--- src/design/obe_pkg.sv ---
package obe_pkg;

    localparam int COORD_BITS_DEF = 10;
    localparam int LABEL_BITS_DEF = 16;
    localparam int FRAC_BITS_DEF  = 4;

    localparam int TRIG_SHIFT = 14;
    localparam int PIX_W      = 10;
    localparam int LABEL_W    = 16;
    localparam int CENT_W     = 14;
    localparam int TRIG_W     = 16;
    localparam int EXT_W      = 16;
    localparam int CFG_IDX_W  = 3;
    localparam int CFG_DATA_W = 16;

    localparam logic signed [EXT_W-1:0] EXT_MAX = 16'sh7fff;
    localparam logic signed [EXT_W-1:0] EXT_MIN = 16'sh8000;

    typedef enum logic [CFG_IDX_W-1:0] {
        CFG_TARGET_LABEL = 3'd0,
        CFG_CENTROID_X   = 3'd1,
        CFG_CENTROID_Y   = 3'd2,
        CFG_AXIS_COS     = 3'd3,
        CFG_AXIS_SIN     = 3'd4
    } t_cfg_idx;

    typedef struct packed {
        logic [PIX_W-1:0]   pixel_x;
        logic [PIX_W-1:0]   pixel_y;
        logic [LABEL_W-1:0] pixel_label;
        logic               last_pixel;
    } t_pixel;

    typedef struct packed {
        logic [EXT_W-1:0]        box_width;
        logic [EXT_W-1:0]        box_height;
        logic signed [EXT_W-1:0] box_cx;
        logic signed [EXT_W-1:0] box_cy;
        logic                    region_found;
    } t_result;

    typedef struct packed {
        logic [LABEL_W-1:0]       target_label;
        logic [CENT_W-1:0]        centroid_x;
        logic [CENT_W-1:0]        centroid_y;
        logic signed [TRIG_W-1:0] axis_cos;
        logic signed [TRIG_W-1:0] axis_sin;
    } t_cfg;

    // one pixel after projection
    typedef struct packed {
        logic signed [EXT_W-1:0] major;
        logic signed [EXT_W-1:0] minor;
        logic                    match;
        logic                    last_pixel;
    } t_proj;

    // final extents of one frame
    typedef struct packed {
        logic signed [EXT_W-1:0] major_min;
        logic signed [EXT_W-1:0] major_max;
        logic signed [EXT_W-1:0] minor_min;
        logic signed [EXT_W-1:0] minor_max;
        logic                    found;
    } t_extent;

    function automatic logic signed [EXT_W-1:0] sat16(input logic signed [63:0] v);
        logic signed [EXT_W-1:0] r;
        if (v > 64'sd32767) begin
            r = EXT_MAX;
        end else if (v < -64'sd32768) begin
            r = EXT_MIN;
        end else begin
            r = v[EXT_W-1:0];
        end
        return r;
    endfunction

endpackage

--- src/design/obe_extent.sv ---
module obe_extent (
    input  logic             i_clk,
    input  logic             i_rst_n,
    input  logic             i_valid,
    output logic             o_ready,
    input  obe_pkg::t_proj   i_proj,
    output logic             o_valid,
    input  logic             i_ready,
    output obe_pkg::t_extent o_ext
);
    import obe_pkg::*;

    logic                    r_any;
    logic signed [EXT_W-1:0] r_maj_min, r_maj_max, r_min_min, r_min_max;
    logic                    r_vld;
    t_extent                 r_ext;

    logic    p1_rdy, go;
    t_extent n_ext;

    // only a frame's last pixel needs room downstream
    assign p1_rdy  = !r_vld || i_ready;
    assign o_ready = !i_proj.last_pixel || p1_rdy;
    assign go      = i_valid && o_ready;
    assign o_valid = r_vld;
    assign o_ext   = r_ext;

    always_comb begin
        n_ext.major_min = r_maj_min;
        n_ext.major_max = r_maj_max;
        n_ext.minor_min = r_min_min;
        n_ext.minor_max = r_min_max;
        n_ext.found     = r_any;
        if (i_proj.match) begin
            if (i_proj.major < r_maj_min) begin
                n_ext.major_min = i_proj.major;
            end
            if (i_proj.major > r_maj_max) begin
                n_ext.major_max = i_proj.major;
            end
            if (i_proj.minor < r_min_min) begin
                n_ext.minor_min = i_proj.minor;
            end
            if (i_proj.minor > r_min_max) begin
                n_ext.minor_max = i_proj.minor;
            end
            n_ext.found = 1'b1;
        end
    end

    always_ff @(posedge i_clk) begin
        if (!i_rst_n) begin
            r_any     <= 1'b0;
            r_maj_min <= EXT_MAX;
            r_maj_max <= EXT_MIN;
            r_min_min <= EXT_MAX;
            r_min_max <= EXT_MIN;
            r_vld     <= 1'b0;
        end else begin
            if (go && i_proj.last_pixel) begin
                r_any     <= 1'b0;
                r_maj_min <= EXT_MAX;
                r_maj_max <= EXT_MIN;
                r_min_min <= EXT_MAX;
                r_min_max <= EXT_MIN;
            end else if (go) begin
                r_any     <= n_ext.found;
                r_maj_min <= n_ext.major_min;
                r_maj_max <= n_ext.major_max;
                r_min_min <= n_ext.minor_min;
                r_min_max <= n_ext.minor_max;
            end
            if (go && i_proj.last_pixel) begin
                r_vld <= 1'b1;
            end else if (i_ready) begin
                r_vld <= 1'b0;
            end
        end
    end

    always_ff @(posedge i_clk) begin
        if (go && i_proj.last_pixel) begin
            r_ext <= n_ext;
        end
    end

    a_clear_after_frame: assert property (@(posedge i_clk) disable iff (!i_rst_n)
        (go && i_proj.last_pixel) |=> (!r_any && r_maj_min == EXT_MAX && r_min_max == EXT_MIN))
        else $error("extent state not cleared after frame end");

    a_ordered: assert property (@(posedge i_clk) disable iff (!i_rst_n)
        r_any |-> (r_maj_min <= r_maj_max && r_min_min <= r_min_max))
        else $error("extent min above max with a match seen");

endmodule

--- config.mk ---
export PLATFORM = sky130hd
export DESIGN_NAME = obe_extent
export DESIGN_NICKNAME = d
export VERILOG_FILES = /design/src/design/obe_pkg.sv /design/src/design/obe_extent.sv
export SDC_FILE = /design/constraint.sdc
export NUM_CORES = 1
export LEC_CHECK = 0
export ABC_AREA = 1
export BUFFER_PORTS_ARGS = -buffer_cell sky130_fd_sc_hd__buf_2
export CORE_ASPECT_RATIO = 0.9
export CORE_MARGIN = 5
export CORE_UTILIZATION = 55
export DETAILED_ROUTE_END_ITERATION = 6
export PLACE_DENSITY_LB_ADDON = 0.1
export RECOVER_POWER = 100
export SLEW_MARGIN = 20
export SYNTH_ARGS = -nofsm -noshare
export SYNTH_HDL_FRONTEND = slang
export SYNTH_SLANG_ARGS = --single-unit
--- constraint.sdc ---
create_clock -name i_clk -period 3 [get_ports i_clk]
set_input_delay 0.3 -clock i_clk [delete_from_list [all_inputs] [get_ports i_clk]]
set_output_delay 0.3 -clock i_clk [all_outputs]
set_load 0.02 [all_outputs]
Yosys cells after proc, flatten, opt, wreduce, memory -nomap -nowiden
Cells that the tools add are included.
{ "word_totals": {"elab_cells": 31, "out_inout_bits": 67, "ff_bits": 131} }
{ "classes": {"muxes": 7, "order_cmp": 4, "n_bitwise": 1, "n_reduce_logical": 8} }
{ "op_table": {"columns": ["operator", "n"], "rows": [
  ["2-to-1 mux 65 bit", 1],
  ["2-to-1 mux 16 bit", 4],
  ["greater-than comparator 16 bit", 2],
  ["less-than comparator 16 bit", 2],
  ["logical AND 1 bit", 2],
  ["zero test 1 bit", 2],
  ["logical OR 1 bit", 2],
  ["2-to-1 mux 1 bit", 2],
  ["nonzero test 2 bit", 1],
  ["OR reduction 2 bit", 1],
  ["NOT 1 bit", 1]
]} }

Depth between registers and ports, before layout
{ "depth": {"depth_word": 6, "ltp_mapped": 19} }

Worst setup path before layout
No wires, ideal clock.
{ "synth_timing": {"path_type": "register -> register", "from": "register r_vld, in the netlist o_valid", "to": "register r_ext (netlist bit o_ext[0]), enable pin", "setup_time_ns": 0.420, "period_less_slack_ns": 2.716, "arrival_ns": 2.297, "required_ns": 2.580, "path_stages_with_launch": 8, "slack_ns": 0.284, "path_cell_list": "dfxtp_1 -> inv_1 -> nor2_1 -> nand2_1 -> nand2_1 -> inv_2 -> nand2_1 -> inv_1"} }
{ "synth_between": {"elab_chain_cells": 5} }
{ "synth_rtl": {"columns": ["element", "line_no", "text"], "rows": [
  ["start: declaration", "obe_extent.sv:15", "logic r_vld;"],
  ["start signal: assignment", "obe_extent.sv:58", "r_vld <= 1'b0;"],
  ["start signal: assignment", "obe_extent.sv:74", "r_vld <= 1'b1;"],
  ["start signal: assignment", "obe_extent.sv:76", "r_vld <= 1'b0;"],
  ["zero test 1 bit", "obe_extent.sv:22", "assign p1_rdy = !r_vld || i_ready;"],
  ["logical OR 1 bit", "obe_extent.sv:22", null],
  ["logical OR 1 bit", "obe_extent.sv:23", "assign o_ready = !i_proj.last_pixel || p1_rdy;"],
  ["net o_ready", "obe_extent.sv:5", "output logic o_ready,"],
  ["logical AND 1 bit", "obe_extent.sv:24", "assign go = i_valid && o_ready;"],
  ["logical AND 1 bit", "obe_extent.sv:82", "if (go && i_proj.last_pixel) begin"],
  ["end signal: assignment", "obe_extent.sv:83", "r_ext <= n_ext;"],
  ["end: declaration", "obe_extent.sv:16", "t_extent r_ext;"]
]} }
The timed path passes the listed nets, and every way through them passes these cells.
A chain may end at the register's enable or synchronous reset.

==> flow_summary.toml <==
[status]
status = "finished, violations left"
failed_checks = "capacitance limit, slew limit"

[yosys]
yosys_warnings = 0
synth_seq_area_share_pct = 44.1
netlist_top_cells_area = "edfxtp_1, dfxtp_1, nand2_1"
synth-xor-area-share_pct = 0
synth_cell_type_count = 30
synth_top_family_by_area = "simple AND/OR/NAND/NOR gates"
syn_area_um2 = 7420
syn_inst = 914
synth_largest_area_cell = "edfxtp_1"
synthSimpleGateAreaFrac_pct = 28.0
synth.area.mux_share_pct = 0
synth.most_common_cell = "nand2_1"
synthAdderAreaFrac_pct = 10.5
synth_edf_count = 65
synth_top_cell_area_share_pct = 26.3
synthFlopType = "dfxtp_1"
syn_nets = 1014
synth_compound_area_share_pct = 7.20
synthArstFlopShare_pct = 0
syn_area_per_cell_um2 = 8.12
netlist_top_cells_count = "nand2_1, inv_1, a21oi_1"
ys_ff_latch = 131

[sta]
tightest_slew_ns = 1.65
fin_crit_ns = 2.55
setup_tns_ns = 0
clock.fmax_ghz = 0.392
slew_headroom_pct = -9.76
setup-violations-final = 0
drv_slew = 30
setup_slack_ns = 0.451
grt_setup_unrepaired = "false"
hold_violations = 0
whs_ns = 0.113
finalCritPeriodShare_pct = 85.0
skew_ns = 0.0106

[setup_path]
critical_path_buf_inv_count = 1
cp-end-kind = "register"
path_cells = "inv_1 > ha_1 > a21oi_1 > nor2_1 > nor3_1 > nand2_1 > nand2_1 > nand2_1 > nand2_1 > nand3_4 > nand2_2 > and2_0"
crit_arrival_ns = 2.81
worstSetupPathType = "reg2reg"
cp_top_family = "simple AND/OR/NAND/NOR gates"
critPathMaxStageDelay_ns = 0.45
crit_top_cell = "nand2_1"
cp_slowest_cell = "nand2_1"
cp_data_required_time_ns = 3.26
crit_path_max_fanout = 16
startpoint_type = "register"

[grt]
grt_overflow = 0
first_global_vias = 5835
grt.total_usage_pct = 22.6
grt_max_degree = 70
grt_pass1_wl_um = 28600
antenna_found_initial = 0

[cts]
htreeDepth = 4
clkTransAtPathRegs_ns = 0.06
numCtsBuffers = 17
cts_sinks = 131
clk_latency_ns = 0.42
cts_resized = 0
cts_setup_buffers = 0
clock_path_buffers = 2
cts-root-buf = "clkbuf_16"
hold_buffers = 0
cts_tree = "done"

[layout]
finish.net_count = 1111
fin_area_um2 = 8450
drive_gt1_share_pct = 8.89
fin_util_pct = 63.5
instances_no_fill = 1192
n_antenna_cell = 0
syn2layout_area_growth_pct = 13.8

[placement]
dp_hpwl_um = 12000
gp_congestion = 0.844
port_buffers = 104
place_area_um2 = 8040
placedCellCount = 1160
pre_cts_ws_ns = 0.531

[floorplan]
fp.coreArea_um2 = 13300
io_pins = 105
die_h_um = 120
initial_utilization_pct = 55.8
die_area_um2 = 15900
fp-row-count = 40
die_w_um = 132

[power]
internal_power_mw = 3.63
seq_power_share_pct = 41.3
power_switching_mw = 1.40
p_clk_share_pct = 40.7
ir_worst_vdd_mv = 0.409
total_power_mw = 5.03
cellLeakagePower_nw = 4.20
combPwrFrac_pct = 18.1
p_per_area_nw_per_um2 = 595
switching_share_pct = 27.9

[flow_run]
max_cap_viol_count = 1

[route]
dr.pass1.iters = 5
vias = 6237
ant_nets = 0
detailedRoute.firstIterationViolations = 598
wl_per_cell_um = 14.8
drt-total-wl_um = 17600
drc = 0
routed_via_density = 5.23

[hold_path]
hold_class = "in2reg"
==> cells by family (layout without fill, tap and decap cells) <==
kind of cell / Yosys count / count (layout)
buf+inv: 187 / 297
simple gates: 430 / 430
fa+ha+maj: 62 / 62
flops: 131 / 131
compound gates: 104 / 104
==> sequential cells by signal, indices dropped and copies added (netlist names) <==
register and cells:
r_maj_max 16, o_ext 65, o_valid 1, r_min_max 16, r_maj_min 16, r_min_min 16
r_any 1
==> final cells by class <==
type | count | area [um^2]
clock buffer | 27 | 503
timing repair buffer | 114 | 502
tap | 168 | 210
clock inverter | 5 | 75.1
inverter | 151 | 567
multi-input combinational | 596 | 3320
sequential | 131 | 3270
fill | 1214 | 4860
==> worst min-delay path, stage by stage <==
cell and delay, ns:
buf_2 0.08, o21ai_0 0.07, inv_1 0.05
==> final timing paths <==
kind / slack, ns / cells after the start / from / endpoint
max: 0.45 / 12 / r_maj_min[5] / o_ext[49]
min: 0.11 / 3 / i_rst_n / o_valid
max reg2reg: 0.45 / 12 / r_maj_min[5] / o_ext[49]
min reg2reg: 0.47 / 2 / r_min_min[3] / r_min_min[3]
==> routing by layer <==
metal / GRT usage, % / vias to the layer above / wire length [um]
met1: 33.4 / 2805 / 8800
met5: 0 / - / 0
li1: - / 3201 / -
met2: 32.6 / 215 / 7270
met4: 7.53 / 0 / 226
met3: 5.32 / 16 / 1340
==> power groups by stage <==
stage	sequential, mW	combinational, mW	clock, mW
final	2.07	0.908	2.05
after global routing	2.09	1.04	2.16
after CTS	2.07	0.947	2.08
after detailed placement	2.11	0.940	0
after global placement	2.10	0.926	0
after floorplan	2.17	0.634	0
==> placed cells by master (no fill, tap or decap) <==
cell | synthesis | layout
nand2_1 | 209 | 228
inv_1 | 148 | 149
a21oi_1 | 88 | 88
nand3_1 | 76 | 77
clkbuf_1 | 15 | 75
dfxtp_1 | 66 | 66
edfxtp_1 | 65 | 65
ha_1 | 62 | 62
nand4_1 | 49 | 49
buf_2 | 10 | 37
nor2_1 | 21 | 21
and2_1 | 31 | 18
clkbuf_16 | 0 | 17
and2_0 | 0 | 13
o21ai_0 | 10 | 11
nand2_2 | 24 | 7
buf_4 | 5 | 7
nor3_1 | 5 | 5
clkbuf_8 | 0 | 4
nor2_2 | 3 | 3
nand3_2 | 3 | 3
clkinv_2 | 0 | 3
nand3b_1 | 2 | 2
nand2_4 | 4 | 2
inv_2 | 3 | 2
o21bai_1 | 2 | 2
nand3_4 | 3 | 2
bufinv_16 | 0 | 2
a21o_1 | 1 | 1
o21a_1 | 1 | 1
a21oi_2 | 1 | 1
clkbuf_2 | 0 | 1
(Power assumes the default switching activity.)
