===== src/design/obe_pkg.sv =====
package obe_pkg;

    localparam int COORD_BITS_DEF = 10;
    localparam int LABEL_BITS_DEF = 16;
    localparam int FRAC_BITS_DEF  = 4;

    localparam int TRIG_SHIFT = 14;
    localparam int PIX_W      = 10;
    localparam int LABEL_W    = 16;
    localparam int CENT_W     = 14;
    localparam int TRIG_W     = 16;
    localparam int EXT_W      = 16;
    localparam int CFG_IDX_W  = 3;
    localparam int CFG_DATA_W = 16;

    localparam logic signed [EXT_W-1:0] EXT_MAX = 16'sh7fff;
    localparam logic signed [EXT_W-1:0] EXT_MIN = 16'sh8000;

    typedef enum logic [CFG_IDX_W-1:0] {
        CFG_TARGET_LABEL = 3'd0,
        CFG_CENTROID_X   = 3'd1,
        CFG_CENTROID_Y   = 3'd2,
        CFG_AXIS_COS     = 3'd3,
        CFG_AXIS_SIN     = 3'd4
    } t_cfg_idx;

    typedef struct packed {
        logic [PIX_W-1:0]   pixel_x;
        logic [PIX_W-1:0]   pixel_y;
        logic [LABEL_W-1:0] pixel_label;
        logic               last_pixel;
    } t_pixel;

    typedef struct packed {
        logic [EXT_W-1:0]        box_width;
        logic [EXT_W-1:0]        box_height;
        logic signed [EXT_W-1:0] box_cx;
        logic signed [EXT_W-1:0] box_cy;
        logic                    region_found;
    } t_result;

    typedef struct packed {
        logic [LABEL_W-1:0]       target_label;
        logic [CENT_W-1:0]        centroid_x;
        logic [CENT_W-1:0]        centroid_y;
        logic signed [TRIG_W-1:0] axis_cos;
        logic signed [TRIG_W-1:0] axis_sin;
    } t_cfg;

    // one pixel after projection
    typedef struct packed {
        logic signed [EXT_W-1:0] major;
        logic signed [EXT_W-1:0] minor;
        logic                    match;
        logic                    last_pixel;
    } t_proj;

    // final extents of one frame
    typedef struct packed {
        logic signed [EXT_W-1:0] major_min;
        logic signed [EXT_W-1:0] major_max;
        logic signed [EXT_W-1:0] minor_min;
        logic signed [EXT_W-1:0] minor_max;
        logic                    found;
    } t_extent;

    function automatic logic signed [EXT_W-1:0] sat16(input logic signed [63:0] v);
        logic signed [EXT_W-1:0] r;
        if (v > 64'sd32767) begin
            r = EXT_MAX;
        end else if (v < -64'sd32768) begin
            r = EXT_MIN;
        end else begin
            r = v[EXT_W-1:0];
        end
        return r;
    endfunction

endpackage


===== src/design/obe_project.sv =====
module obe_project #(
    parameter int COORD_BITS = obe_pkg::COORD_BITS_DEF,
    parameter int LABEL_BITS = obe_pkg::LABEL_BITS_DEF,
    parameter int FRAC_BITS  = obe_pkg::FRAC_BITS_DEF
) (
    input  logic           i_clk,
    input  logic           i_rst_n,
    input  logic           i_valid,
    output logic           o_stall,
    input  obe_pkg::t_pixel i_pixel,
    input  obe_pkg::t_cfg   i_cfg,
    output logic           o_valid,
    input  logic           i_ready,
    output obe_pkg::t_proj  o_proj
);
    import obe_pkg::*;

    localparam int XB   = (COORD_BITS < PIX_W) ? COORD_BITS : PIX_W;
    localparam int CB   = (COORD_BITS + FRAC_BITS < CENT_W) ? COORD_BITS + FRAC_BITS : CENT_W;
    localparam int LC   = (LABEL_BITS < LABEL_W) ? LABEL_BITS : LABEL_W;
    localparam int DW0  = XB + FRAC_BITS;
    localparam int DW   = ((DW0 > CB) ? DW0 : CB) + 1;
    localparam int PW   = DW + TRIG_W;
    localparam int SW   = PW + 1;
    localparam logic [CENT_W-1:0] CMASK = CENT_W'((64'd1 << CB) - 64'd1);

    // stage A: input register
    logic   r_a_vld;
    t_pixel r_a;
    // stage B: products
    logic                 r_b_vld;
    logic signed [PW-1:0] r_xc, r_ys, r_yc, r_xs;
    logic                 r_b_match, r_b_last;
    // stage C: saturated projections
    logic  r_c_vld;
    t_proj r_c;

    logic a_rdy, b_rdy, c_rdy;
    logic [CENT_W-1:0]    cx_m, cy_m;
    logic signed [DW-1:0] dx, dy;
    logic signed [PW-1:0] mul_xc, mul_ys, mul_yc, mul_xs;
    logic                 label_eq;
    logic signed [SW-1:0] maj_sum, min_sum;
    t_proj                n_c;

    assign c_rdy   = !r_c_vld || i_ready;
    assign b_rdy   = !r_b_vld || c_rdy;
    assign a_rdy   = !r_a_vld || b_rdy;
    assign o_stall = !a_rdy;
    assign o_valid = r_c_vld;
    assign o_proj  = r_c;

    assign cx_m = i_cfg.centroid_x & CMASK;
    assign cy_m = i_cfg.centroid_y & CMASK;

    assign dx = $signed(DW'(r_a.pixel_x[XB-1:0]) << FRAC_BITS) - $signed(DW'(cx_m));
    assign dy = $signed(DW'(r_a.pixel_y[XB-1:0]) << FRAC_BITS) - $signed(DW'(cy_m));

    assign mul_xc = PW'(dx) * PW'(i_cfg.axis_cos);
    assign mul_ys = PW'(dy) * PW'(i_cfg.axis_sin);
    assign mul_yc = PW'(dy) * PW'(i_cfg.axis_cos);
    assign mul_xs = PW'(dx) * PW'(i_cfg.axis_sin);

    assign label_eq = (r_a.pixel_label[LC-1:0] == i_cfg.target_label[LC-1:0]);

    assign maj_sum = SW'(r_xc) + SW'(r_ys);
    assign min_sum = SW'(r_yc) - SW'(r_xs);

    always_comb begin
        n_c.major      = sat16(64'(maj_sum >>> TRIG_SHIFT));
        n_c.minor      = sat16(64'(min_sum >>> TRIG_SHIFT));
        n_c.match      = r_b_match;
        n_c.last_pixel = r_b_last;
    end

    always_ff @(posedge i_clk) begin
        if (!i_rst_n) begin
            r_a_vld <= 1'b0;
            r_b_vld <= 1'b0;
            r_c_vld <= 1'b0;
        end else begin
            if (a_rdy) begin
                r_a_vld <= i_valid;
            end
            if (b_rdy) begin
                r_b_vld <= r_a_vld;
            end
            if (c_rdy) begin
                r_c_vld <= r_b_vld;
            end
        end
    end

    always_ff @(posedge i_clk) begin
        if (a_rdy && i_valid) begin
            r_a <= i_pixel;
        end
        if (b_rdy && r_a_vld) begin
            r_xc      <= mul_xc;
            r_ys      <= mul_ys;
            r_yc      <= mul_yc;
            r_xs      <= mul_xs;
            r_b_match <= label_eq;
            r_b_last  <= r_a.last_pixel;
        end
        if (c_rdy && r_b_vld) begin
            r_c <= n_c;
        end
    end

endmodule


===== config.mk =====
export PLATFORM = sky130hd
export DESIGN_NAME = obe_project
export DESIGN_NICKNAME = d
export VERILOG_FILES = /design/src/design/obe_pkg.sv /design/src/design/obe_project.sv
export SDC_FILE = /design/constraint.sdc
export NUM_CORES = 2
export LEC_CHECK = 0
export ABC_AREA = 1
export BUFFER_PORTS_ARGS = -buffer_cell sky130_fd_sc_hd__buf_4
export CORE_MARGIN = 2
export CORE_UTILIZATION = 45
export DETAILED_ROUTE_END_ITERATION = 6
export SYNTH_ARGS = -nofsm -noshare
export SYNTH_HDL_FRONTEND = slang
export SYNTH_SLANG_ARGS = --single-unit

===== constraint.sdc =====
create_clock -name i_clk -period 9.75 [get_ports i_clk]
set_input_delay 1.95 -clock i_clk [delete_from_list [all_inputs] [get_ports i_clk]]
set_output_delay 1.95 -clock i_clk [all_outputs]
set_load 0.02 [all_outputs]

# After elaboration in Yosys (flattened, before gate mapping)
# Index checks and enable logic that the tools add are counted.
# totals
reg_bits	200
latch_bits	0
ram_bits	0
mem_bits_ro	0
input_bits	117
out_inout_bits	36
mem_count	0
# op_classes
add_sub_neg	4
n_mul	4
n_div	0
n_lt_le_gt_ge	4
eq_ne	1
n_shift	0
mux	2
bitwise	0
n_reduce_logical	10
# op_table
cell	count
multiplier 15 x 16 -> 31 bit	4
greater-than comparator 18 x 16 -> 1 bit, second input constant	2
< comparator 18 x 16 -> 1 bit, second input constant	2
adder 31 x 31 -> 32 bit	1
two-way mux 16 bit	2
subtractor 31 x 31 -> 32 bit	1
subtractor 14 x 14 -> 15 bit	2
== test 16 bit	1
zero test 1 bit	4
logical AND 1 bit	3
logical OR 1 bit	3

# Depth between registers and ports, before layout
# depth
ltp_word	5
mapped_depth	38
ltp_nobuf	35

# Worst setup path before layout
# Ideal clock, no wire load.
# synth_path
path_kind	input to register
start	input i_cfg[46] (netlist bit)
end	register r_xs[30], data pin
setup_time_ps	256
arrival_time_ps	8041
t_required_ps	9494
path_slack_ps	1453
path_stages	26
n_path_buf	3
cell_sequence	buf_6 clkbuf_1 inv_1 ha_1 xnor2_1 inv_1 clkbuf_1 nor2_1 fa_1 fa_1 fa_1 fa_1 inv_1 fa_1 fa_1 inv_1 ha_1 nand2_1 nor4_1 nand3_1 nand3_1 nand2_1 inv_1 nor2_1 nand2_1 nand2_1
# synth_via
elab_chain_cells	2
# synth_lines
item	line	source
start, declared	obe_project.sv:11	input obe_pkg::t_cfg i_cfg,
subtractor 14 x 14 -> 15 bit	obe_project.sv:56	assign dx = $signed(DW'(r_a.pixel_x[XB-1:0]) << FRAC_BITS) - $signed(DW'(cx_m));
multiplier 15 x 16 -> 31 bit	obe_project.sv:62	assign mul_xs = PW'(dx) * PW'(i_cfg.axis_sin);
via mul_xs[30]	obe_project.sv:41	logic signed [PW-1:0] mul_xc, mul_ys, mul_yc, mul_xs;
end signal, assigned	obe_project.sv:102	r_xs <= mul_xs;
end, declared	obe_project.sv:32	logic signed [PW-1:0] r_xc, r_ys, r_yc, r_xs;
# The timed path passes the listed nets, and every way through them passes these cells.
# A chain may end at the register's enable or synchronous reset.

# Worst setup path after layout
# layout_path
start	input i_cfg[51] (netlist bit)
end	register r_xc[21], data pin
# layout_via
elab_chain_cells	2
# layout_lines
item	line	source
subtractor 14 x 14 -> 15 bit	obe_project.sv:56	
multiplier 15 x 16 -> 31 bit	obe_project.sv:59	assign mul_xc = PW'(dx) * PW'(i_cfg.axis_cos);
via mul_xc[21]	obe_project.sv:41	
end signal, assigned	obe_project.sv:99	r_xc <= mul_xc;
end, declared	obe_project.sv:32	
# The timed path passes the listed nets, and every way through them passes these cells.

==> results.json <==
{
  "hold_class": "reg -> reg",
  "synth.yosys.seq_area_share": 0.123,
  "post-cts-setup-buffers": 0,
  "nets": 7421,
  "die_h_um": 333,
  "maxSlewHeadroom": 0.382,
  "rows": 120,
  "critPathBufInv": 7,
  "num_vias": 38300,
  "antenna_found_initial": 7,
  "grt_use_total": 0.263,
  "final_common_cell": "inv_1",
  "remaining_drc_errors": 0,
  "mostFrequentLayoutCells": "1465 x inv_1, 1213 x nand2_1, 940 x fa_1",
  "dr.pass1.iters": 5,
  "clockRootBuffer": "clkbuf_16",
  "wl_um": 140000,
  "overflow": 0,
  "grt_pass1_vias": 39500,
  "initial_core_util": 0.454,
  "worst_pin_slew_ps": 926,
  "cp_slowest_stage_delay_ps": 750,
  "core_sq_um": 107000,
  "fin_skew_ps": 31.1,
  "final-setup-viol-count": 0,
  "cts.sinks": 200,
  "vias_per_cell": 5.20,
  "ctsResizeCount": 0,
  "path_depth": 25,
  "fmax_ghz": 0.116,
  "synth_area_sq_um": 48600,
  "ios": 153,
  "cap_violations": 0,
  "drt_iter0_drc": 2957,
  "cp_data_required_time_ps": 10000,
  "ctsHoldBuffers": 0,
  "ys_ff_latch": 200,
  "dp_hpwl_um": 117000,
  "finalHoldViolCount": 0,
  "reg2reg_depth": 29,
  "cp_slowest_cell": "nor4_1",
  "portBuffers": 152,
  "die_area_sq_um": 111000,
  "grt_pass1_wl_um": 223000,
  "cts_buffers": 17,
  "synth_ff_type": "edfxtp_1",
  "outcome": "finished clean",
  "synth-edff-count": 197,
  "drive_gt1_frac": 0.0576,
  "crit_top_cell": "fa_1",
  "cts.path.max_buffers": 2,
  "place_congestion": 0.929,
  "wl_per_cell_um": 19.0,
  "rsz0062_at_grt": "false",
  "worstSetupStartpointType": "input port",
  "arrival_ps": 8860,
  "synthArstFlopShare": 0,
  "clk_latency_ps": 530,
  "hold_path_depth": 0,
  "grt_max_degree": 66,
  "fin_crit_sh": 0.883,
  "avgSynthCellArea_sq_um": 8.29,
  "chipWidth_um": 333,
  "cp_max_fo": 26,
  "synth_cells": 5866,
  "ant_nets": 0,
  "htree_levels": 4,
  "cpLargestDelayFamily": "adder cells",
  "critPathKind": "in -> reg",
  "cts_tree": "built",
  "yosysUniqueCellTypes": 54,
  "area_growth_pct": 6.88,
  "tns_ps": 0,
  "maxSlewViolCount": 0,
  "synth.net_count": 7341,
  "ys_warn_count": 0,
  "clkTransAtPathRegs_ps": 80,
  "min_period_ps": 8600,
  "end_kind": "flip-flop"
}
==> logic make-up (layout without fill, tap and decap cells) <==
family / Yosys count / after routing / synth area share
buf+inv: 1662 / 1755 / 0.132
fa+ha+maj: 1358 / 1358 / 0.495
flops: 200 / 200 / 0.123
xor+xnor: 162 / 162 / 0.0292
compound gates: 358 / 358 / 0.0410
other cells: 0 / 2 / 0
simple gates: 2126 / 2126 / 0.180
==> state kept, by name, indices dropped and copies added, names as in the netlist <==
| name | cells |
|---|---|
| r_b_vld | 1 |
| r_b_match | 1 |
| r_a | 37 |
| r_yc | 31 |
| o_valid | 1 |
| r_xc | 31 |
| r_b_last | 1 |
| r_ys | 31 |
| r_a_vld | 1 |
| o_proj | 34 |
| r_xs | 31 |
==> routing by layer <==
metal,GRT usage,vias to the layer above,wire length [um]
li1,-,17600,-
met1,0.375,19200,61800
met2,0.411,1335,63200
met3,0.0450,202,11000
met4,0.0760,4,4020
met5,0,-,20
==> Yosys cell counts, types with 5 or more instances <==
cell type,instances,area (sq um)
inv_1,1466,5500
nand2_1,1213,4550
fa_1,940,18800
nor2_1,517,1940
ha_1,418,5230
nand3_1,250,1250
edfxtp_1,197,5920
a21oi_1,194,971
clkbuf_1,121,454
xor2_1,88,771
o21ai_0,83,415
xnor2_1,74,648
nor3_1,36,180
nand4_1,29,181
buf_2,26,130
o21bai_1,25,188
a21o_1,14,105
buf_6,13,146
nand2_2,13,81.3
or2_2,13,81.3
clkinv_1,12,45.0
inv_2,11,41.3
nand3_2,11,110
nor2_4,10,113
nor4_1,9,56.3
a31oi_1,6,37.5
buf_1,6,22.5
o21ai_1,5,25.0
or2_1,5,31.3
==> final cells by class <==
type / instances / area [sq um]
fillers: 10600 / 55100
multi-input cells: 4004 / 36200
flip-flops and latches: 200 / 5980
inverters: 1489 / 5590
repair buffers: 234 / 1780
well taps: 1403 / 1760
clock buffers: 18 / 429
clock inverters: 14 / 175
diodes: 2 / 5.00
==> worst paths after layout <==
kind                startpoint                 end  slack (ps)
max                  i_cfg[51]  r_xc[21]$_DFFE_PP_        1150
min           r_a[0]$_DFFE_PP_  r_b_last$_DFFE_PP_         430
max reg2reg  r_a[19]$_DFFE_PP_  r_ys[30]$_DFFE_PP_        2300
min reg2reg   r_a[0]$_DFFE_PP_  r_b_last$_DFFE_PP_         430
==> through the flow <==
stage | util | instances | setup slack, ps | instance area (sq um) | hold WS [ps]
after floorplan | - | 5866 | 1450 | 48600 | 400
after global placement | 0.480 | 7330 | 713 | 51300 | 406
after detailed placement | 0.480 | 7330 | 691 | 51300 | 411
after CTS | 0.485 | 7362 | 1220 | 52000 | 430
after global routing | 0.485 | 7364 | 748 | 52000 | 433
final | 0.485 | 7364 | 1150 | 52000 | 427
Power is not shown: default switching activity piles up to over one toggle a cycle in this logic, so the estimate is an artifact.
