`src/design/obe_pkg.sv`:
```
package obe_pkg;

    localparam int COORD_BITS_DEF = 10;
    localparam int LABEL_BITS_DEF = 16;
    localparam int FRAC_BITS_DEF  = 4;

    localparam int TRIG_SHIFT = 14;
    localparam int PIX_W      = 10;
    localparam int LABEL_W    = 16;
    localparam int CENT_W     = 14;
    localparam int TRIG_W     = 16;
    localparam int EXT_W      = 16;
    localparam int CFG_IDX_W  = 3;
    localparam int CFG_DATA_W = 16;

    localparam logic signed [EXT_W-1:0] EXT_MAX = 16'sh7fff;
    localparam logic signed [EXT_W-1:0] EXT_MIN = 16'sh8000;

    typedef enum logic [CFG_IDX_W-1:0] {
        CFG_TARGET_LABEL = 3'd0,
        CFG_CENTROID_X   = 3'd1,
        CFG_CENTROID_Y   = 3'd2,
        CFG_AXIS_COS     = 3'd3,
        CFG_AXIS_SIN     = 3'd4
    } t_cfg_idx;

    typedef struct packed {
        logic [PIX_W-1:0]   pixel_x;
        logic [PIX_W-1:0]   pixel_y;
        logic [LABEL_W-1:0] pixel_label;
        logic               last_pixel;
    } t_pixel;

    typedef struct packed {
        logic [EXT_W-1:0]        box_width;
        logic [EXT_W-1:0]        box_height;
        logic signed [EXT_W-1:0] box_cx;
        logic signed [EXT_W-1:0] box_cy;
        logic                    region_found;
    } t_result;

    typedef struct packed {
        logic [LABEL_W-1:0]       target_label;
        logic [CENT_W-1:0]        centroid_x;
        logic [CENT_W-1:0]        centroid_y;
        logic signed [TRIG_W-1:0] axis_cos;
        logic signed [TRIG_W-1:0] axis_sin;
    } t_cfg;

    // one pixel after projection
    typedef struct packed {
        logic signed [EXT_W-1:0] major;
        logic signed [EXT_W-1:0] minor;
        logic                    match;
        logic                    last_pixel;
    } t_proj;

    // final extents of one frame
    typedef struct packed {
        logic signed [EXT_W-1:0] major_min;
        logic signed [EXT_W-1:0] major_max;
        logic signed [EXT_W-1:0] minor_min;
        logic signed [EXT_W-1:0] minor_max;
        logic                    found;
    } t_extent;

    function automatic logic signed [EXT_W-1:0] sat16(input logic signed [63:0] v);
        logic signed [EXT_W-1:0] r;
        if (v > 64'sd32767) begin
            r = EXT_MAX;
        end else if (v < -64'sd32768) begin
            r = EXT_MIN;
        end else begin
            r = v[EXT_W-1:0];
        end
        return r;
    endfunction

endpackage

```
`src/design/obe_center.sv`:
```
module obe_center #(
    parameter int COORD_BITS = obe_pkg::COORD_BITS_DEF,
    parameter int FRAC_BITS  = obe_pkg::FRAC_BITS_DEF
) (
    input  logic             i_clk,
    input  logic             i_rst_n,
    input  logic             i_valid,
    output logic             o_ready,
    input  obe_pkg::t_extent i_ext,
    input  obe_pkg::t_cfg    i_cfg,
    output logic             o_valid,
    input  logic             i_stall,
    output obe_pkg::t_result o_result
);
    import obe_pkg::*;

    localparam int CB = (COORD_BITS + FRAC_BITS < CENT_W) ? COORD_BITS + FRAC_BITS : CENT_W;
    localparam logic [CENT_W-1:0] CMASK = CENT_W'((64'd1 << CB) - 64'd1);
    localparam int MW = 2 * EXT_W;
    localparam int SW = EXT_W + 1;
    localparam int OW = MW + 1;

    // stage 1: rotate center offset back
    logic                    r_p_vld;
    logic signed [MW-1:0]    r_mc, r_ns, r_ms, r_nc;
    logic [EXT_W-1:0]        r_w, r_h;
    logic                    r_found;
    // stage 2: output register
    logic                    r_o_vld;
    t_result                 r_out;

    logic                    out_rdy;
    logic signed [SW-1:0]    maj_sum, min_sum;
    logic signed [EXT_W-1:0] om, on;
    logic signed [OW-1:0]    ox_sum, oy_sum;
    logic [CENT_W-1:0]       cx_m, cy_m;
    t_result                 n_out;

    assign out_rdy  = !r_o_vld || !i_stall;
    assign o_ready  = !r_p_vld || out_rdy;
    assign o_valid  = r_o_vld;
    assign o_result = r_out;

    assign maj_sum = SW'(i_ext.major_max) + SW'(i_ext.major_min);
    assign min_sum = SW'(i_ext.minor_max) + SW'(i_ext.minor_min);
    assign om      = EXT_W'(maj_sum >>> 1);
    assign on      = EXT_W'(min_sum >>> 1);

    assign cx_m   = i_cfg.centroid_x & CMASK;
    assign cy_m   = i_cfg.centroid_y & CMASK;
    assign ox_sum = OW'(r_mc) - OW'(r_ns);
    assign oy_sum = OW'(r_ms) + OW'(r_nc);

    always_comb begin
        n_out = '0;
        if (r_found) begin
            n_out.box_width    = r_w;
            n_out.box_height   = r_h;
            n_out.box_cx       = sat16(64'(ox_sum >>> TRIG_SHIFT)
                                       + 64'($signed({1'b0, cx_m})));
            n_out.box_cy       = sat16(64'(oy_sum >>> TRIG_SHIFT)
                                       + 64'($signed({1'b0, cy_m})));
            n_out.region_found = 1'b1;
        end
    end

    always_ff @(posedge i_clk) begin
        if (!i_rst_n) begin
            r_p_vld <= 1'b0;
            r_o_vld <= 1'b0;
        end else begin
            if (o_ready) begin
                r_p_vld <= i_valid;
            end
            if (out_rdy) begin
                r_o_vld <= r_p_vld;
            end
        end
    end

    always_ff @(posedge i_clk) begin
        if (o_ready && i_valid) begin
            r_mc    <= MW'(om) * MW'(i_cfg.axis_cos);
            r_ns    <= MW'(on) * MW'(i_cfg.axis_sin);
            r_ms    <= MW'(om) * MW'(i_cfg.axis_sin);
            r_nc    <= MW'(on) * MW'(i_cfg.axis_cos);
            r_w     <= i_ext.major_max - i_ext.major_min;
            r_h     <= i_ext.minor_max - i_ext.minor_min;
            r_found <= i_ext.found;
        end
        if (out_rdy && r_p_vld) begin
            r_out <= n_out;
        end
    end

    a_empty_frame_zero: assert property (@(posedge i_clk) disable iff (!i_rst_n)
        (r_o_vld && !r_out.region_found) |->
            (r_out.box_width == '0 && r_out.box_height == '0
             && r_out.box_cx == '0 && r_out.box_cy == '0))
        else $error("nonzero result for a frame without a match");

endmodule

```
`config.mk`:
```
export PLATFORM = sky130hd
export DESIGN_NAME = obe_center
export DESIGN_NICKNAME = d
export VERILOG_FILES = /design/src/design/obe_pkg.sv /design/src/design/obe_center.sv
export SDC_FILE = /design/constraint.sdc
export NUM_CORES = 2
export LEC_CHECK = 0
export BUFFER_PORTS_ARGS = -buffer_cell sky130_fd_sc_hd__buf_2
export CAP_MARGIN = 25
export CORE_MARGIN = 4
export CORE_UTILIZATION = 50
export CTS_CLUSTER_DIAMETER = 50
export DETAILED_ROUTE_END_ITERATION = 6
export PLACE_DENSITY = 0.67
export SYNTH_ARGS = -nofsm -noshare
export SYNTH_HDL_FRONTEND = slang
export SYNTH_SLANG_ARGS = --single-unit
export TNS_END_PERCENT = 1
```
`constraint.sdc`:
```
create_clock -name i_clk -period 19.75 [get_ports i_clk]
set_clock_uncertainty 0.05 [all_clocks]
set_input_delay 3.95 -clock i_clk [delete_from_list [all_inputs] [get_ports i_clk]]
set_output_delay 3.95 -clock i_clk [all_outputs]
set_load 0.005 [all_outputs]
```
Yosys cells after proc, flatten, opt, wreduce, memory -nomap -nowiden
Cells that the tools add are included.
{"block": "op_classes", "bitwise": 1, "n_mul": 4, "order_cmp": 4, "add_sub_neg": 8, "mux": 5, "n_reduce_logical": 9}
{"cell": "16-bit by 16-bit multiplier with 32-bit output", "n": 4}
{"cell": "19-bit by 15-bit adder with 20-bit output", "n": 2}
{"cell": "20-bit by 16-bit > comparator with 1-bit output, second input constant", "n": 2}
{"cell": "20-bit by 16-bit less-than comparator with 1-bit output, second input constant", "n": 2}
{"cell": "16-bit by 16-bit adder with 17-bit output", "n": 2}
{"cell": "32-bit by 32-bit adder with 33-bit output", "n": 1}
{"cell": "32-bit by 32-bit subtractor with 33-bit output", "n": 1}
{"cell": "16-bit two-way mux", "n": 2}
{"cell": "16-bit subtractor", "n": 2}
{"cell": "15-bit two-way mux", "n": 2}
{"cell": "2-bit OR reduction", "n": 2}
{"cell": "1-bit zero test", "n": 3}
{"cell": "1-bit logical AND", "n": 2}
{"cell": "1-bit logical OR", "n": 2}
{"cell": "1-bit two-way mux", "n": 1}
{"cell": "1-bit inverter", "n": 1}
{"block": "totals", "reg_bits": 228}

Longest topological paths before layout
{"block": "depth", "word_depth": 5, "depth_mapped": 38, "mapped_depth_nobuf": 37}

Least setup slack after synthesis
No wires, ideal clock.
{"block": "synth_timing", "kind": "input -> register", "from": "in i_ext[33] (netlist bit)", "to": "reg r_ms[30] (data pin)", "n_path_buf": 1, "slack_ns": 7.435, "cell_stages": 36, "t_arrival_ns": 12.008, "setup_ns": 0.258, "path_cell_list": "ha_1 -> inv_1 -> fa_1 -> o21ba_2 -> o21ai_0 -> a21oi_1 -> o21ai_0 -> a21oi_1 -> o21bai_1 -> a211oi_1 -> o31a_1 -> nor2_1 -> o41ai_1 -> clkbuf_1 -> nand2_1 -> fa_1 -> inv_1 -> fa_1 -> fa_1 -> fa_1 -> fa_1 -> inv_1 -> fa_1 -> inv_1 -> ha_1 -> a21o_1 -> a21o_1 -> a21o_1 -> a21o_1 -> a21o_1 -> a21oi_1 -> o31ai_1 -> a21oi_1 -> o2111ai_1 -> a21oi_1 -> xnor2_1"}
{"block": "synth_between", "elab_chain_cells": 2}
{"item": "start: declaration", "line": "obe_center.sv:9", "rtl": "input obe_pkg::t_extent i_ext,"}
{"item": "16-bit by 16-bit adder with 17-bit output", "line": "obe_center.sv:44", "rtl": "assign maj_sum = SW'(i_ext.major_max) + SW'(i_ext.major_min);"}
{"item": "16-bit by 16-bit multiplier with 32-bit output", "line": "obe_center.sv:85", "rtl": "r_ms <= MW'(om) * MW'(i_cfg.axis_sin);"}
{"item": "end signal: assignment", "line": "obe_center.sv:85"}
{"item": "end: declaration", "line": "obe_center.sv:25", "rtl": "logic signed [MW-1:0] r_mc, r_ns, r_ms, r_nc;"}
Every way passes these cells.
A chain may end at the register's enable or synchronous reset.

Worst setup path in the final report
{"block": "layout_timing", "from": "in i_ext[33] (netlist bit)", "to": "reg r_ms[29] (data pin)"}
Same word-level chain as after synthesis.

==> flow_summary.json <==
{
  "status": "finished, violations left",
  "violations": "design-rule violations",
  "cts_root_buf": "clkbuf_16",
  "grt.overflow.total": 0,
  "portBuffers": 195,
  "fillCellCount": 9525,
  "final.min_clock_period_ns": 13.10,
  "insertion_delay_ns": 0.60,
  "gp_congestion": 0.8543,
  "final.period_utilization": 0.6635,
  "hold_path.class": "flip-flop to flip-flop",
  "htree_num_levels": 2,
  "timing.rr.start": "r_mc[10]",
  "maxCapViolCount": 0,
  "cp.arrival_ns": 13.37,
  "drt_iter0_markers": 2476,
  "postCtsHoldBufs": 0,
  "initial_core_util": 0.5051,
  "synth_cells": 5672,
  "required_ns": 20.02,
  "synth_common_cells": "1369 x inv_1, 1054 x fa_1, 551 x nand2_1, 480 x ha_1, 434 x and2_1",
  "rsz0062_at_grt": "no",
  "syn_nets": 7351,
  "avgSynthCellArea_um2": 9.414,
  "routed_via_density": 5.334,
  "path_max_fanout": 30,
  "synth_edf_count": 226,
  "num_rows": 119,
  "numCtsBuffers": 38,
  "yosysWarnings": 0,
  "synth_area_leaders": "fa_1 40%, edfxtp_1 13%, ha_1 11%, inv_1 9.6%, and2_1 5.1%",
  "ys_seq_area_frac": 0.1279,
  "grt_max_degree": 77,
  "slowest_stage": "o41ai_1",
  "critical_path.endpoint": "r_ms[29]",
  "timing.fmax_mhz": 76.32,
  "fin_tns_setup_ns": 0,
  "nets": 7411,
  "hp-start": "r_h[12]",
  "setup_viol": 0,
  "track_usage": 0.2358,
  "drc_errors": 5,
  "crit_start": "i_ext[33]",
  "area_growth_pct": 7.168,
  "grt_pass1_wl_um": 210200,
  "clkSinkCount": 228,
  "clockBufferDepth": 3,
  "place_hpwl_um": 98640,
  "hold_viol_final": 0,
  "core_area_um2": 105700,
  "ios": 212,
  "slew_violations": 0,
  "cts_setup_buffers": 0,
  "vias": 38170,
  "grt_pass1_vias": 40160,
  "critPathCaptureType": "flip-flop",
  "path_class": "primary input to flip-flop",
  "synth-main-ff-cell": "edfxtp_1",
  "first_pass_iters": 7,
  "tightest_slew_ns": 1.104,
  "fp.dieArea_um2": 112100,
  "start_kind": "primary input",
  "die_w_um": 334.8,
  "ys_ff_latch": 228,
  "ys_async_sr_fraction": 0,
  "ys_types": 78,
  "crit_path_max_incr_delay_ns": 0.76,
  "reg2reg_depth": 24,
  "cts.repair.resized": 0,
  "rrSetupSlack_ns": 12.94,
  "antenna_found_initial": 12,
  "synth_top_area_cell": "fa_1",
  "yosysMostFrequentCell": "inv_1",
  "cts_tree": "done",
  "slew-limit-headroom": 0.2642,
  "netlist_area_um2": 53390,
  "routed_wl_um": 127600,
  "avgRoutedWirePerCell_um": 17.83,
  "die_h_um": 334.8,
  "clk_transition_reported_paths_ns": 0.05,
  "cp_common_cell": "fa_1",
  "antenna_left": 0,
  "r2r-end": "o_result[21]",
  "drive_above_1_share": 0.06595,
  "netlist.area_leader.share": 0.3952
}
-- cell families (layout without fill, tap and decap cells) --
logic type	Yosys count	after routing	synth area share
simple gates	1508	1508	0.1414
fa+ha+maj	1534	1534	0.5077
xor+xnor	236	236	0.03871
flops	228	228	0.1279
mux	11	11	0.002250
other cells	0	3	0
buf+inv	1600	1690	0.1126
compound gates	555	555	0.06948
-- critical path, delay by kind of cell --
kind            cells  cell delay (ns)
fa+ha+maj           9             3.93
simple gates        2             0.28
compound gates     15             4.09
buf+inv             6             0.67
xor+xnor            2             0.41
-- worst min path at each step --
| stage | depth (start not counted) | slack (ns) | end |
|---|---|---|---|
| after global placement | 1 | 0.45 | o_result[47] |
| final | 1 | 0.47 | o_result[45] |
| after detailed placement | 1 | 0.46 | o_result[45] |
| after global routing | 1 | 0.48 | o_result[38] |
| after floorplan | 0 | 0.40 | o_result[0] |
| after CTS | 1 | 0.47 | o_result[45] |
-- routing by layer --
layer,vias up,routed length (um),global-route usage
met5,-,61,0
met2,1078,61080,0.3932
met4,8,3643,0.06419
met1,19520,54130,0.3220
met3,180,8643,0.03878
li1,17380,-,-
-- final cells by class --
class	instances	area, um^2	area share
inverter	1373	5154	0.09006
clock buffer	47	1016	0.01775
tap	1391	1740	0.03042
multi-input combinational	3844	40790	0.7128
clock inverter	23	289.0	0.005051
sequential	228	6827	0.1193
antenna	3	7.507	0.0001312
timing repair buffer	247	1400	0.02447
-- registers in the layout (all words and copies together), names as in the netlist --
| name | count |
|---|---|
| o_result | 65 |
| o_valid | 1 |
| r_found | 1 |
| r_h | 16 |
| r_mc | 32 |
| r_ms | 32 |
| r_nc | 32 |
| r_ns | 32 |
| r_p_vld | 1 |
| r_w | 16 |
-- through the flow --
step	area, um^2	hold slack [ns]	std cells	setup WS [ns]	utilization
floorplan	53400	0.3982	5672	7.435	-
CTS	57180	0.4727	7151	6.753	0.5409
global route	57220	0.4817	7154	6.017	0.5412
finish	57220	0.4709	7156	6.647	0.5413
detailed placement	55880	0.4611	7081	6.186	0.5286
global placement	55840	0.4548	7078	6.273	0.5282
-- placed cells by master, fill, tap and decap left out, types with 7 or more instances in the layout --
cell type,instances
a211oi_1,26
o21ai_0,84
or2_2,9
ha_1,480
a21oi_1,161
mux2_2,8
o211ai_1,13
inv_6,9
edfxtp_1,226
nand2_1,551
o31ai_1,8
nor2_1,170
nand4_1,17
and2_1,433
nor4_1,7
xor2_1,56
inv_1,1369
nor3_1,45
nand2b_1,44
clkbuf_16,39
or3_1,13
fa_1,1054
nor2b_1,78
a21o_1,84
and3_1,53
xnor2_2,15
o21bai_1,36
buf_4,48
clkbuf_1,7
xnor2_1,156
o2111ai_1,9
o21a_1,28
o41ai_1,9
a31oi_1,12
xor2_2,9
buf_2,195
nand3_1,64
Power is not shown: default switching activity piles up to over one toggle a cycle in this logic, so the estimate is an artifact.
